$ cat src/rtl/xsa_pkg.sv
// shared constants, field widths and lane/grant types for the switch allocator
// no dependencies; imported by every module of the block
`default_nettype none

package xsa_pkg;

  // router geometry
  localparam int PORT_COUNT     = 4;
  localparam int NUM_VNS        = 2;
  localparam int NUM_VCS        = 2;
  localparam int SLOTS_PER_PORT = NUM_VNS * NUM_VCS;
  localparam int NUM_SLOTS      = PORT_COUNT * SLOTS_PER_PORT;

  // index widths
  localparam int PORT_W = (PORT_COUNT > 1) ? $clog2(PORT_COUNT) : 1;
  localparam int VN_W   = (NUM_VNS > 1) ? $clog2(NUM_VNS) : 1;
  localparam int VC_W   = (NUM_VCS > 1) ? $clog2(NUM_VCS) : 1;
  localparam int SPP_W  = (SLOTS_PER_PORT > 1) ? $clog2(SLOTS_PER_PORT) : 1;
  localparam int SLOT_W = (NUM_SLOTS > 1) ? $clog2(NUM_SLOTS) : 1;

  // fixed field widths of the word layout
  localparam int MASK_W      = 4;
  localparam int REQ_W       = 16;
  localparam int DEST_W      = 2;
  localparam int DESTS_W     = 32;
  localparam int GRANT_SRC_W = 2;
  localparam int SRC_W       = 8;
  localparam int MATCH_W     = (PORT_W > DEST_W) ? PORT_W : DEST_W;

  localparam logic [MASK_W-1:0] PRESENT_RESET = 4'hF;

  // what one sender lane found for the current receive port
  typedef struct packed {
    logic             hit;
    logic [VN_W-1:0]  vn;
    logic [VC_W-1:0]  vc;
    logic             dvc;
    logic [SPP_W-1:0] slot;
  } lane_hit_t;

  // merged winner over all sender lanes
  typedef struct packed {
    logic              hit;
    logic [PORT_W-1:0] src;
    logic [VN_W-1:0]   vn;
    logic [VC_W-1:0]   vc;
    logic              dvc;
    logic [SPP_W-1:0]  slot;
  } grant_t;

endpackage

`default_nettype wire

$ cat src/rtl/crossbar_round_robin_switch_allocator.sv
// top level of the round-robin crossbar switch allocator
// depends on xsa_pkg, xsa_lane and xsa_merge
`default_nettype none

// One input word is one allocation round. The round visits one receive port
// per cycle, starting at the receive pointer; all sender lanes search in
// parallel in that cycle and the merge stage picks the winner from the send
// pointer. A new word is taken while idle, or in the same cycle that the
// previous result moves into the output register; no new word is taken
// while a round is still in progress. The port_present_mask register resets
// to all ports present and is written through cfg_wr_en / cfg_wr_data.
module crossbar_round_robin_switch_allocator (
  input  logic                         clk,
  input  logic                         rst_n,
  input  logic                         cfg_wr_en,
  input  logic [xsa_pkg::MASK_W-1:0]   cfg_wr_data,
  input  logic                         in_valid,
  output logic                         in_stall,
  input  logic [xsa_pkg::MASK_W-1:0]   in_recv_busy_mask,
  input  logic [xsa_pkg::MASK_W-1:0]   in_send_busy_mask,
  input  logic [xsa_pkg::REQ_W-1:0]    in_request_valid_mask,
  input  logic [xsa_pkg::DESTS_W-1:0]  in_request_dest_ports,
  input  logic [xsa_pkg::REQ_W-1:0]    in_dest_vc_map,
  output logic                         out_valid,
  input  logic                         out_stall,
  output logic [xsa_pkg::MASK_W-1:0]   out_grant_valid_mask,
  output logic [xsa_pkg::SRC_W-1:0]    out_grant_source_ports,
  output logic [xsa_pkg::MASK_W-1:0]   out_grant_vns,
  output logic [xsa_pkg::MASK_W-1:0]   out_grant_source_vcs,
  output logic [xsa_pkg::MASK_W-1:0]   out_grant_dest_vcs,
  output logic [xsa_pkg::MASK_W-1:0]   out_send_granted_mask,
  output logic [xsa_pkg::REQ_W-1:0]    out_cleared_request_mask
);
  import xsa_pkg::*;

  typedef enum logic [1:0] {ST_IDLE, ST_RUN, ST_DONE} state_t;

  state_t state_r, state_nxt;

  logic [MASK_W-1:0]  present_r;
  logic [PORT_W-1:0]  recv_ptr_r, send_ptr_r;
  logic [VN_W-1:0]    vn_ptr_r;
  logic [VC_W-1:0]    vc_ptr_r;
  logic [PORT_W-1:0]  cur_port_r, step_r;
  logic               out_valid_r;

  // captured input word
  logic [MASK_W-1:0]  rbusy_r, sbusy_r;
  logic [REQ_W-1:0]   rvalid_r, rdvc_r;
  logic [DESTS_W-1:0] rdest_r;

  // round accumulators
  logic [PORT_COUNT-1:0]             taken_r;
  logic [PORT_COUNT-1:0]             gv_r;
  logic [PORT_COUNT-1:0][PORT_W-1:0] gsrc_r;
  logic [PORT_COUNT-1:0][VN_W-1:0]   gvn_r;
  logic [PORT_COUNT-1:0][VC_W-1:0]   gsvc_r;
  logic [PORT_COUNT-1:0]             gdvc_r;
  logic [PORT_COUNT-1:0]             sg_r;
  logic [NUM_SLOTS-1:0]              clr_r;

  // output registers
  logic [MASK_W-1:0] o_gv_r, o_gvn_r, o_gsvc_r, o_gdvc_r, o_sg_r;
  logic [SRC_W-1:0]  o_gsrc_r;
  logic [REQ_W-1:0]  o_clr_r;

  // per-port views of the masks
  logic [PORT_COUNT-1:0] present_v, rbusy_v, sbusy_v, eligible;
  logic [PORT_COUNT-1:0][SLOTS_PER_PORT-1:0]             lane_valid, lane_dvc;
  logic [PORT_COUNT-1:0][SLOTS_PER_PORT-1:0][DEST_W-1:0] lane_dest;
  lane_hit_t [PORT_COUNT-1:0] lane_hits;
  grant_t                     grant;

  // packed result word
  logic [MASK_W-1:0] pk_gv, pk_gvn, pk_gsvc, pk_gdvc, pk_sg;
  logic [SRC_W-1:0]  pk_gsrc;
  logic [REQ_W-1:0]  pk_clr;

  logic              accept, last_step, out_free, load_out, recv_ok, do_grant;
  logic [SLOT_W-1:0] slot_idx;

  // mask bits past the field width read as absent / idle / no request
  for (genvar P = 0; P < PORT_COUNT; P++) begin : g_port
    if (P < MASK_W) begin : g_in
      assign present_v[P] = present_r[P];
      assign rbusy_v[P]   = rbusy_r[P];
      assign sbusy_v[P]   = sbusy_r[P];
    end else begin : g_out
      assign present_v[P] = 1'b0;
      assign rbusy_v[P]   = 1'b0;
      assign sbusy_v[P]   = 1'b0;
    end
    assign eligible[P] = present_v[P] & ~sbusy_v[P] & ~taken_r[P];

    for (genvar K = 0; K < SLOTS_PER_PORT; K++) begin : g_slot
      localparam int S = P * SLOTS_PER_PORT + K;
      if (S < REQ_W) begin : g_vin
        assign lane_valid[P][K] = rvalid_r[S];
        assign lane_dvc[P][K]   = rdvc_r[S];
      end else begin : g_vout
        assign lane_valid[P][K] = 1'b0;
        assign lane_dvc[P][K]   = 1'b0;
      end
      if (DEST_W * S + DEST_W <= DESTS_W) begin : g_din
        assign lane_dest[P][K] = rdest_r[DEST_W*S +: DEST_W];
      end else begin : g_dout
        assign lane_dest[P][K] = '0;
      end
    end

    xsa_lane u_lane (
      .eligible  (eligible[P]),
      .req_valid (lane_valid[P]),
      .req_dest  (lane_dest[P]),
      .req_dvc   (lane_dvc[P]),
      .recv_port (cur_port_r),
      .vn_ptr    (vn_ptr_r),
      .vc_ptr    (vc_ptr_r),
      .hit       (lane_hits[P])
    );
  end

  xsa_merge u_merge (
    .lanes    (lane_hits),
    .send_ptr (send_ptr_r),
    .grant    (grant)
  );

  // handshake and step control
  assign out_free  = !out_valid_r || !out_stall;
  assign in_stall  = !((state_r == ST_IDLE) || ((state_r == ST_DONE) && out_free));
  assign accept    = in_valid && !in_stall;
  assign load_out  = (state_r == ST_DONE) && out_free;
  assign last_step = (step_r == PORT_W'(PORT_COUNT - 1));
  assign recv_ok   = present_v[cur_port_r] & ~rbusy_v[cur_port_r];
  assign do_grant  = (state_r == ST_RUN) && recv_ok && grant.hit;
  assign slot_idx  = SLOT_W'(grant.src) * SLOT_W'(SLOTS_PER_PORT) + SLOT_W'(grant.slot);

  always_comb begin
    state_nxt = state_r;
    unique case (state_r)
      ST_IDLE: if (accept) state_nxt = ST_RUN;
      ST_RUN:  if (last_step) state_nxt = ST_DONE;
      ST_DONE: begin
        if (out_free) state_nxt = accept ? ST_RUN : ST_IDLE;
      end
      default: state_nxt = ST_IDLE;
    endcase
  end

  // pack per-port results into the output field layout
  for (genvar R = 0; R < MASK_W; R++) begin : g_pack
    if (R < PORT_COUNT) begin : g_in
      assign pk_gv[R]   = gv_r[R];
      assign pk_gvn[R]  = gvn_r[R][0];
      assign pk_gsvc[R] = gsvc_r[R][0];
      assign pk_gdvc[R] = gdvc_r[R];
      assign pk_sg[R]   = sg_r[R];
      assign pk_gsrc[R*GRANT_SRC_W +: GRANT_SRC_W] = GRANT_SRC_W'(gsrc_r[R]);
    end else begin : g_out
      assign pk_gv[R]   = 1'b0;
      assign pk_gvn[R]  = 1'b0;
      assign pk_gsvc[R] = 1'b0;
      assign pk_gdvc[R] = 1'b0;
      assign pk_sg[R]   = 1'b0;
      assign pk_gsrc[R*GRANT_SRC_W +: GRANT_SRC_W] = '0;
    end
  end

  for (genvar S = 0; S < REQ_W; S++) begin : g_clr
    if (S < NUM_SLOTS) begin : g_in
      assign pk_clr[S] = clr_r[S];
    end else begin : g_out
      assign pk_clr[S] = 1'b0;
    end
  end

  // state, pointers, config register and output word
  always_ff @(posedge clk) begin
    if (!rst_n) begin
      state_r     <= ST_IDLE;
      out_valid_r <= 1'b0;
      present_r   <= PRESENT_RESET;
      recv_ptr_r  <= '0;
      send_ptr_r  <= '0;
      vn_ptr_r    <= '0;
      vc_ptr_r    <= '0;
      cur_port_r  <= '0;
      step_r      <= '0;
    end else begin
      state_r <= state_nxt;
      if (cfg_wr_en) present_r <= cfg_wr_data;

      if (accept) begin
        cur_port_r <= recv_ptr_r;
        step_r     <= '0;
      end else if (state_r == ST_RUN) begin
        cur_port_r <= (cur_port_r == PORT_W'(PORT_COUNT - 1)) ? '0 : cur_port_r + 1'b1;
        step_r     <= step_r + 1'b1;
      end

      // all pointers move once per round
      if ((state_r == ST_RUN) && last_step) begin
        recv_ptr_r <= (recv_ptr_r == PORT_W'(PORT_COUNT - 1)) ? '0 : recv_ptr_r + 1'b1;
        send_ptr_r <= (send_ptr_r == PORT_W'(PORT_COUNT - 1)) ? '0 : send_ptr_r + 1'b1;
        vn_ptr_r   <= (vn_ptr_r == VN_W'(NUM_VNS - 1)) ? '0 : vn_ptr_r + 1'b1;
        vc_ptr_r   <= (vc_ptr_r == VC_W'(NUM_VCS - 1)) ? '0 : vc_ptr_r + 1'b1;
      end

      if (load_out) begin
        out_valid_r <= 1'b1;
        o_gv_r      <= pk_gv;
        o_gsrc_r    <= pk_gsrc;
        o_gvn_r     <= pk_gvn;
        o_gsvc_r    <= pk_gsvc;
        o_gdvc_r    <= pk_gdvc;
        o_sg_r      <= pk_sg;
        o_clr_r     <= pk_clr;
      end else if (!out_stall) begin
        out_valid_r <= 1'b0;
      end
    end
  end

  // input capture and per-round accumulation
  always_ff @(posedge clk) begin
    if (accept) begin
      rbusy_r  <= in_recv_busy_mask;
      sbusy_r  <= in_send_busy_mask;
      rvalid_r <= in_request_valid_mask;
      rdest_r  <= in_request_dest_ports;
      rdvc_r   <= in_dest_vc_map;
      taken_r  <= '0;
      gv_r     <= '0;
      gsrc_r   <= '0;
      gvn_r    <= '0;
      gsvc_r   <= '0;
      gdvc_r   <= '0;
      sg_r     <= '0;
      clr_r    <= '0;
    end else if (do_grant) begin
      taken_r[grant.src]  <= 1'b1;
      sg_r[grant.src]     <= 1'b1;
      clr_r[slot_idx]     <= 1'b1;
      gv_r[cur_port_r]    <= 1'b1;
      gsrc_r[cur_port_r]  <= grant.src;
      gvn_r[cur_port_r]   <= grant.vn;
      gsvc_r[cur_port_r]  <= grant.vc;
      gdvc_r[cur_port_r]  <= grant.dvc;
    end
  end

  assign out_valid                = out_valid_r;
  assign out_grant_valid_mask     = o_gv_r;
  assign out_grant_source_ports   = o_gsrc_r;
  assign out_grant_vns            = o_gvn_r;
  assign out_grant_source_vcs     = o_gsvc_r;
  assign out_grant_dest_vcs       = o_gdvc_r;
  assign out_send_granted_mask    = o_sg_r;
  assign out_cleared_request_mask = o_clr_r;

`ifndef SYNTHESIS
  // a sender that came in busy is never marked as taken
  a_taken_not_busy: assert property (@(posedge clk) disable iff (!rst_n)
    (state_r == ST_RUN) |-> ((taken_r & sbusy_v) == '0))
    else $error("busy sender was granted");

  // a round ends in ST_DONE after its last receive port step
  a_round_length: assert property (@(posedge clk) disable iff (!rst_n)
    ((state_r == ST_RUN) && last_step) |=> (state_r == ST_DONE))
    else $error("round did not end after last receive port");

  // grants only go to present receive ports
  a_grant_present: assert property (@(posedge clk) disable iff (!rst_n)
    out_valid_r |-> ((out_grant_valid_mask & ~present_r) == '0))
    else $error("grant to an absent receive port");
`endif

endmodule

`default_nettype wire

$ cat src/rtl/xsa_lane.sv
// one sender lane: scans this sender's vn/vc slots round-robin for a request
// aimed at the current receive port; uses xsa_pkg
`default_nettype none

module xsa_lane (
  input  logic                                                    eligible,
  input  logic [xsa_pkg::SLOTS_PER_PORT-1:0]                      req_valid,
  input  logic [xsa_pkg::SLOTS_PER_PORT-1:0][xsa_pkg::DEST_W-1:0] req_dest,
  input  logic [xsa_pkg::SLOTS_PER_PORT-1:0]                      req_dvc,
  input  logic [xsa_pkg::PORT_W-1:0]                              recv_port,
  input  logic [xsa_pkg::VN_W-1:0]                                vn_ptr,
  input  logic [xsa_pkg::VC_W-1:0]                                vc_ptr,
  output xsa_pkg::lane_hit_t                                      hit
);
  import xsa_pkg::*;

  lane_hit_t hit_c;

  // vn outer, vc inner, both starting at their pointers; first match wins
  always_comb begin
    int               vn_i;
    int               vc_i;
    int               k_i;
    logic [MATCH_W-1:0] want;
    hit_c = '0;
    want  = MATCH_W'(recv_port);
    for (int a = 0; a < NUM_VNS; a++) begin
      vn_i = int'(vn_ptr) + a;
      if (vn_i >= NUM_VNS) vn_i = vn_i - NUM_VNS;
      for (int b = 0; b < NUM_VCS; b++) begin
        vc_i = int'(vc_ptr) + b;
        if (vc_i >= NUM_VCS) vc_i = vc_i - NUM_VCS;
        k_i = vn_i * NUM_VCS + vc_i;
        if (eligible && !hit_c.hit && req_valid[SPP_W'(k_i)] &&
            (MATCH_W'(req_dest[SPP_W'(k_i)]) == want)) begin
          hit_c.hit  = 1'b1;
          hit_c.vn   = VN_W'(vn_i);
          hit_c.vc   = VC_W'(vc_i);
          hit_c.dvc  = req_dvc[SPP_W'(k_i)];
          hit_c.slot = SPP_W'(k_i);
        end
      end
    end
  end

  assign hit = hit_c;

endmodule

`default_nettype wire

$ cat src/rtl/xsa_merge.sv
// merging stage: picks the first hitting sender lane from the send pointer
// uses xsa_pkg lane_hit_t and grant_t
`default_nettype none

module xsa_merge (
  input  xsa_pkg::lane_hit_t [xsa_pkg::PORT_COUNT-1:0] lanes,
  input  logic [xsa_pkg::PORT_W-1:0]                   send_ptr,
  output xsa_pkg::grant_t                              grant
);
  import xsa_pkg::*;

  grant_t grant_c;

  // round-robin priority over the sender lanes
  always_comb begin
    int p_i;
    grant_c = '0;
    for (int j = 0; j < PORT_COUNT; j++) begin
      p_i = int'(send_ptr) + j;
      if (p_i >= PORT_COUNT) p_i = p_i - PORT_COUNT;
      if (!grant_c.hit && lanes[PORT_W'(p_i)].hit) begin
        grant_c.hit  = 1'b1;
        grant_c.src  = PORT_W'(p_i);
        grant_c.vn   = lanes[PORT_W'(p_i)].vn;
        grant_c.vc   = lanes[PORT_W'(p_i)].vc;
        grant_c.dvc  = lanes[PORT_W'(p_i)].dvc;
        grant_c.slot = lanes[PORT_W'(p_i)].slot;
      end
    end
  end

  assign grant = grant_c;

endmodule

`default_nettype wire
$ cat config.mk
export PLATFORM = sky130hd
export DESIGN_NAME = crossbar_round_robin_switch_allocator
export DESIGN_NICKNAME = d
export VERILOG_FILES = /design/src/rtl/xsa_pkg.sv /design/src/rtl/crossbar_round_robin_switch_allocator.sv /design/src/rtl/xsa_lane.sv /design/src/rtl/xsa_merge.sv
export SDC_FILE = /design/constraint.sdc
export NUM_CORES = 1
export LEC_CHECK = 0
export ABC_AREA = 1
export BUFFER_PORTS_ARGS = -buffer_cell sky130_fd_sc_hd__buf_2
export CAP_MARGIN = 20
export CELL_PAD_IN_SITES_DETAIL_PLACEMENT = 0
export CELL_PAD_IN_SITES_GLOBAL_PLACEMENT = 1
export CORE_MARGIN = 2
export CORE_UTILIZATION = 39
export DETAILED_ROUTE_END_ITERATION = 16
export PLACE_DENSITY_LB_ADDON = 0.1
export SLEW_MARGIN = 10
export SYNTH_ARGS = -nofsm -noshare
export SYNTH_HDL_FRONTEND = slang
export SYNTH_SLANG_ARGS = --single-unit
$ cat constraint.sdc
create_clock -name clk -period 3.7 [get_ports clk]
set_input_delay 0.185 -clock clk [delete_from_list [all_inputs] [get_ports clk]]
set_output_delay 0.185 -clock clk [all_outputs]
set_load 0.01 [all_outputs]
==> impl_metrics.py <==
metrics = {
    "sta": {
        "max-slew-margin-rel": 0.5608,
        "fin_skew_ps": 12.64,
        "max_freq_mhz": 311.8,
        "slew_violations": 0,
        "rsz0062_at_grt": "no",
        "fin_tns_setup_ps": 0,
        "period_share": 0.8669,
        "hold_violations": 0,
        "finalSetupViolations": 0,
        "holdWs_ps": 45.76,
        "fin_crit_ps": 3208,
        "tightest_slew_ps": 653.8,
    },
    "routing": {
        "final_antenna_net_count": 0,
        "route.detailed.drc": 0,
        "via_per_inst": 4.885,
        "initialDrtViolationCount": 439,
        "first_pass_iters": 5,
        "detail_route.wl_per_cell_um": 14.91,
        "wl_um": 24430,
        "vias": 8001,
    },
    "floorplan": {
        "die_h_um": 157.9,
        "core.rowCount": 56,
        "die_area_sq_um": 24930,
        "placeableCoreArea_sq_um": 23330,
        "io_pins": 127,
        "die_w_um": 157.9,
        "start_util": 0.3958,
    },
    "final_layout": {
        "fin_nets": 1394,
        "stdcell_count": 1638,
        "drive_above_1_share": 0.1751,
        "antenna_cells": 0,
        "syn_to_final_growth_pct": 25.23,
    },
    "clock_tree": {
        "clk_pin_slew_worst_paths_ps": 80,
        "cts_max_level": 4,
        "ctsResizeCount": 0,
        "clk_latency_ps": 430,
        "cts_buffers": 17,
        "post_cts_buffers": 0,
        "cts_tree": "done",
        "cts-root-buf": "clkbuf_16",
        "cts_buffer_depth": 2,
        "clock_sinks": 181,
    },
    "critical_path": {
        "worstReg2RegEnd": "clr_r[7]$_SDFFE_PP0P_",
        "cpMaxStageDelayCell": "inv_6",
        "rrSetupSlack_ps": 490,
        "worstPathArrival_ps": 3560,
        "worst-path-buf-inv": 1,
        "crit_path_end_kind": "flop",
        "slowest_delay_ps": 370,
        "cp_data_required_time_ps": 4060,
        "setup.worst_path.start_class": "flop",
        "worst_path_most_repeated_cell": "nand2_1",
        "crit_chain": "inv_6 -> nand2_1 -> nand3_1 -> nand2_1 -> nor2_1 -> nand3_1 -> nor2_1 -> nor2_1 -> o21ai_1 -> nand2_1 -> o21ai_1 -> nand2_1 -> nand2_1 -> nand3_1 -> nand3_1 -> nor2_4 -> nor2_2 -> nand2_1 -> a21oi_1",
        "r2r_cells": 19,
        "path_delay_family": "simple AND/OR/NAND/NOR gates",
        "path_class": "reg2reg",
        "r2r-start": "vc_ptr_r$_SDFFE_PN0P_",
        "crit_fanout": 68,
    },
    "pwr": {
        "leakage_nw": 4.963,
        "vdd_drop_max_v": 0.0002925,
        "power_density_nw_per_um2": 410.4,
    },
    "yosys": {
        "syn_nets": 1202,
        "synthCells": 1114,
        "ys_types": 42,
        "synth_area_sq_um": 9235,
        "async_flop_share": 0,
        "synth_ff_type": "edfxtp_1",
        "synth-edff-count": 116,
        "yosysSeqAreaShare": 0.5181,
        "ys_ff_latch": 181,
        "avgSynthCellArea_sq_um": 8.290,
        "yosys_warnings": 0,
    },
    "global_route": {
        "grt-ovfl-total": 0,
        "grt_max_degree": 71,
        "grt_pass1_wl_um": 39130,
        "grt_pass1_vias": 7577,
        "grt_antenna_before_repair": 0,
        "grt_util_all_layers": 0.2034,
    },
    "flow_run": {
        "cap_violations": 0,
    },
    "placed_design": {
        "place.gp.congestion": 0.7991,
        "portBuffers": 126,
        "hpwlAfterDp_um": 17070,
        "dp.cells": 1530,
    },
    "hold_path": {
        "hp-start": "cfg_wr_en",
        "hold_path_end": "present_r[3]$_SDFFE_PN1P_",
        "hold_path.class": "in2reg",
        "min_path_cells": 2,
    },
    "run_status": {
        "run_status": "finished clean",
    },
}
## placed cells by master (no fill, tap or decap), types with 52 or more instances in the layout
cell type and count:
a21oi_1 55, dfxtp_1 63, edfxtp_1 116, o21ai_0 52, inv_1 70, nand3_1 196
dlygate4sd3_1 76, nand2_1 328, buf_2 126, nor2_1 63
## synthesized netlist by cell type (9+ instances only)
cell / n / area, sq um
a21oi_1: 55 / 275.3
buf_2: 10 / 50.05
buf_6: 9 / 101.4
clkbuf_1: 22 / 82.58
dfxtp_1: 65 / 1301
edfxtp_1: 116 / 3483
inv_1: 71 / 266.5
inv_2: 12 / 45.04
nand2_1: 328 / 1231
nand3_1: 196 / 980.9
nand4_1: 11 / 68.82
nor2_1: 63 / 236.5
o21a_1: 10 / 75.07
o21ai_0: 52 / 260.3
## flip-flops by register name, indices dropped and copies added, names as in the netlist, 8 cells and up
signal                    count
lane_valid                   16
out_cleared_request_mask     16
lane_dest                    32
clr_r                        16
out_grant_source_ports        8
gsrc_r                        8
lane_dvc                     16
## stage by stage
step | cell area [sq um] | utilization | setup slack [ps] | power, W
final | 11560 | 0.4957 | 492.5 | 0.004747
after global routing | 11560 | 0.4957 | 136.2 | 0.004966
after CTS | 11560 | 0.4957 | 502.3 | 0.004795
after detailed placement | 10190 | 0.4369 | 516.6 | 0.002867
after global placement | 10190 | 0.4369 | 589.8 | 0.002865
after floorplan | 9240 | - | 245.7 | 0.002687
## power by group
group / switching (W) / leakage [nW] / internal (W)
sequential: 0.0000378 / 1.62 / 0.00223
combinational: 0.000386 / 3.04 / 0.000231
clock: 0.000889 / 0.297 / 0.000975
## worst register-to-register path, delay by kind of cell (launching register included)
kind / cells / cell delay (ps)
flip-flops: 1 / 360
AND/OR/NAND/NOR: 15 / 1870
buffers and inverters: 1 / 370
AO/OA/AOI/OAI: 3 / 560
## logic make-up after synthesis
| group | Yosys count | synth area share |
|---|---|---|
| simple gates | 647 | 0.3173 |
| flops | 181 | 0.5181 |
| buf+inv | 137 | 0.06774 |
| compound gates | 135 | 0.08034 |
| fa+ha+maj | 7 | 0.009483 |
| xor+xnor | 4 | 0.003794 |
| mux | 3 | 0.003252 |
## how the worst max path moves through the flow
stage                                 startpoint                     end  slack [ps]  depth (start not counted)
final                      vc_ptr_r$_SDFFE_PN0P_   clr_r[7]$_SDFFE_PP0P_         490                         19
after global routing       vc_ptr_r$_SDFFE_PN0P_  gdvc_r[0]$_SDFFE_PP0P_         140                         20
after CTS                  vc_ptr_r$_SDFFE_PN0P_   clr_r[7]$_SDFFE_PP0P_         500                         19
after detailed placement   vc_ptr_r$_SDFFE_PN0P_   clr_r[7]$_SDFFE_PP0P_         520                         19
after global placement     vc_ptr_r$_SDFFE_PN0P_  clr_r[11]$_SDFFE_PP0P_         590                         19
after floorplan           out_valid$_SDFFE_PN0P_  lane_dest[0]$_DFFE_PP_         250                          6
## cell type report
class                   instances  area [sq um]
fillers                      2254         11770
flip-flops and latches        181          4787
multi-input cells             796          3836
repair buffers                223          1599
clock buffers                  17         425.4
well taps                     319         399.1
inverters                      87         332.8
clock inverters                15         185.2
## routing by layer
| layer | track usage | share of wire | up-vias |
|---|---|---|---|
| met5 | 0 | 0 | - |
| met4 | 0.05541 | 0.013 | 0 |
| li1 | - | - | 4143 |
| met2 | 0.3315 | 0.47 | 179 |
| met1 | 0.2809 | 0.48 | 3663 |
| met3 | 0.03312 | 0.035 | 16 |
## timing repair
item	CTS	global route
hold buffers	76	0
hold endpoints to repair	76	0
setup endpoints to repair	0	0
Power figures use the tool's default switching activity.
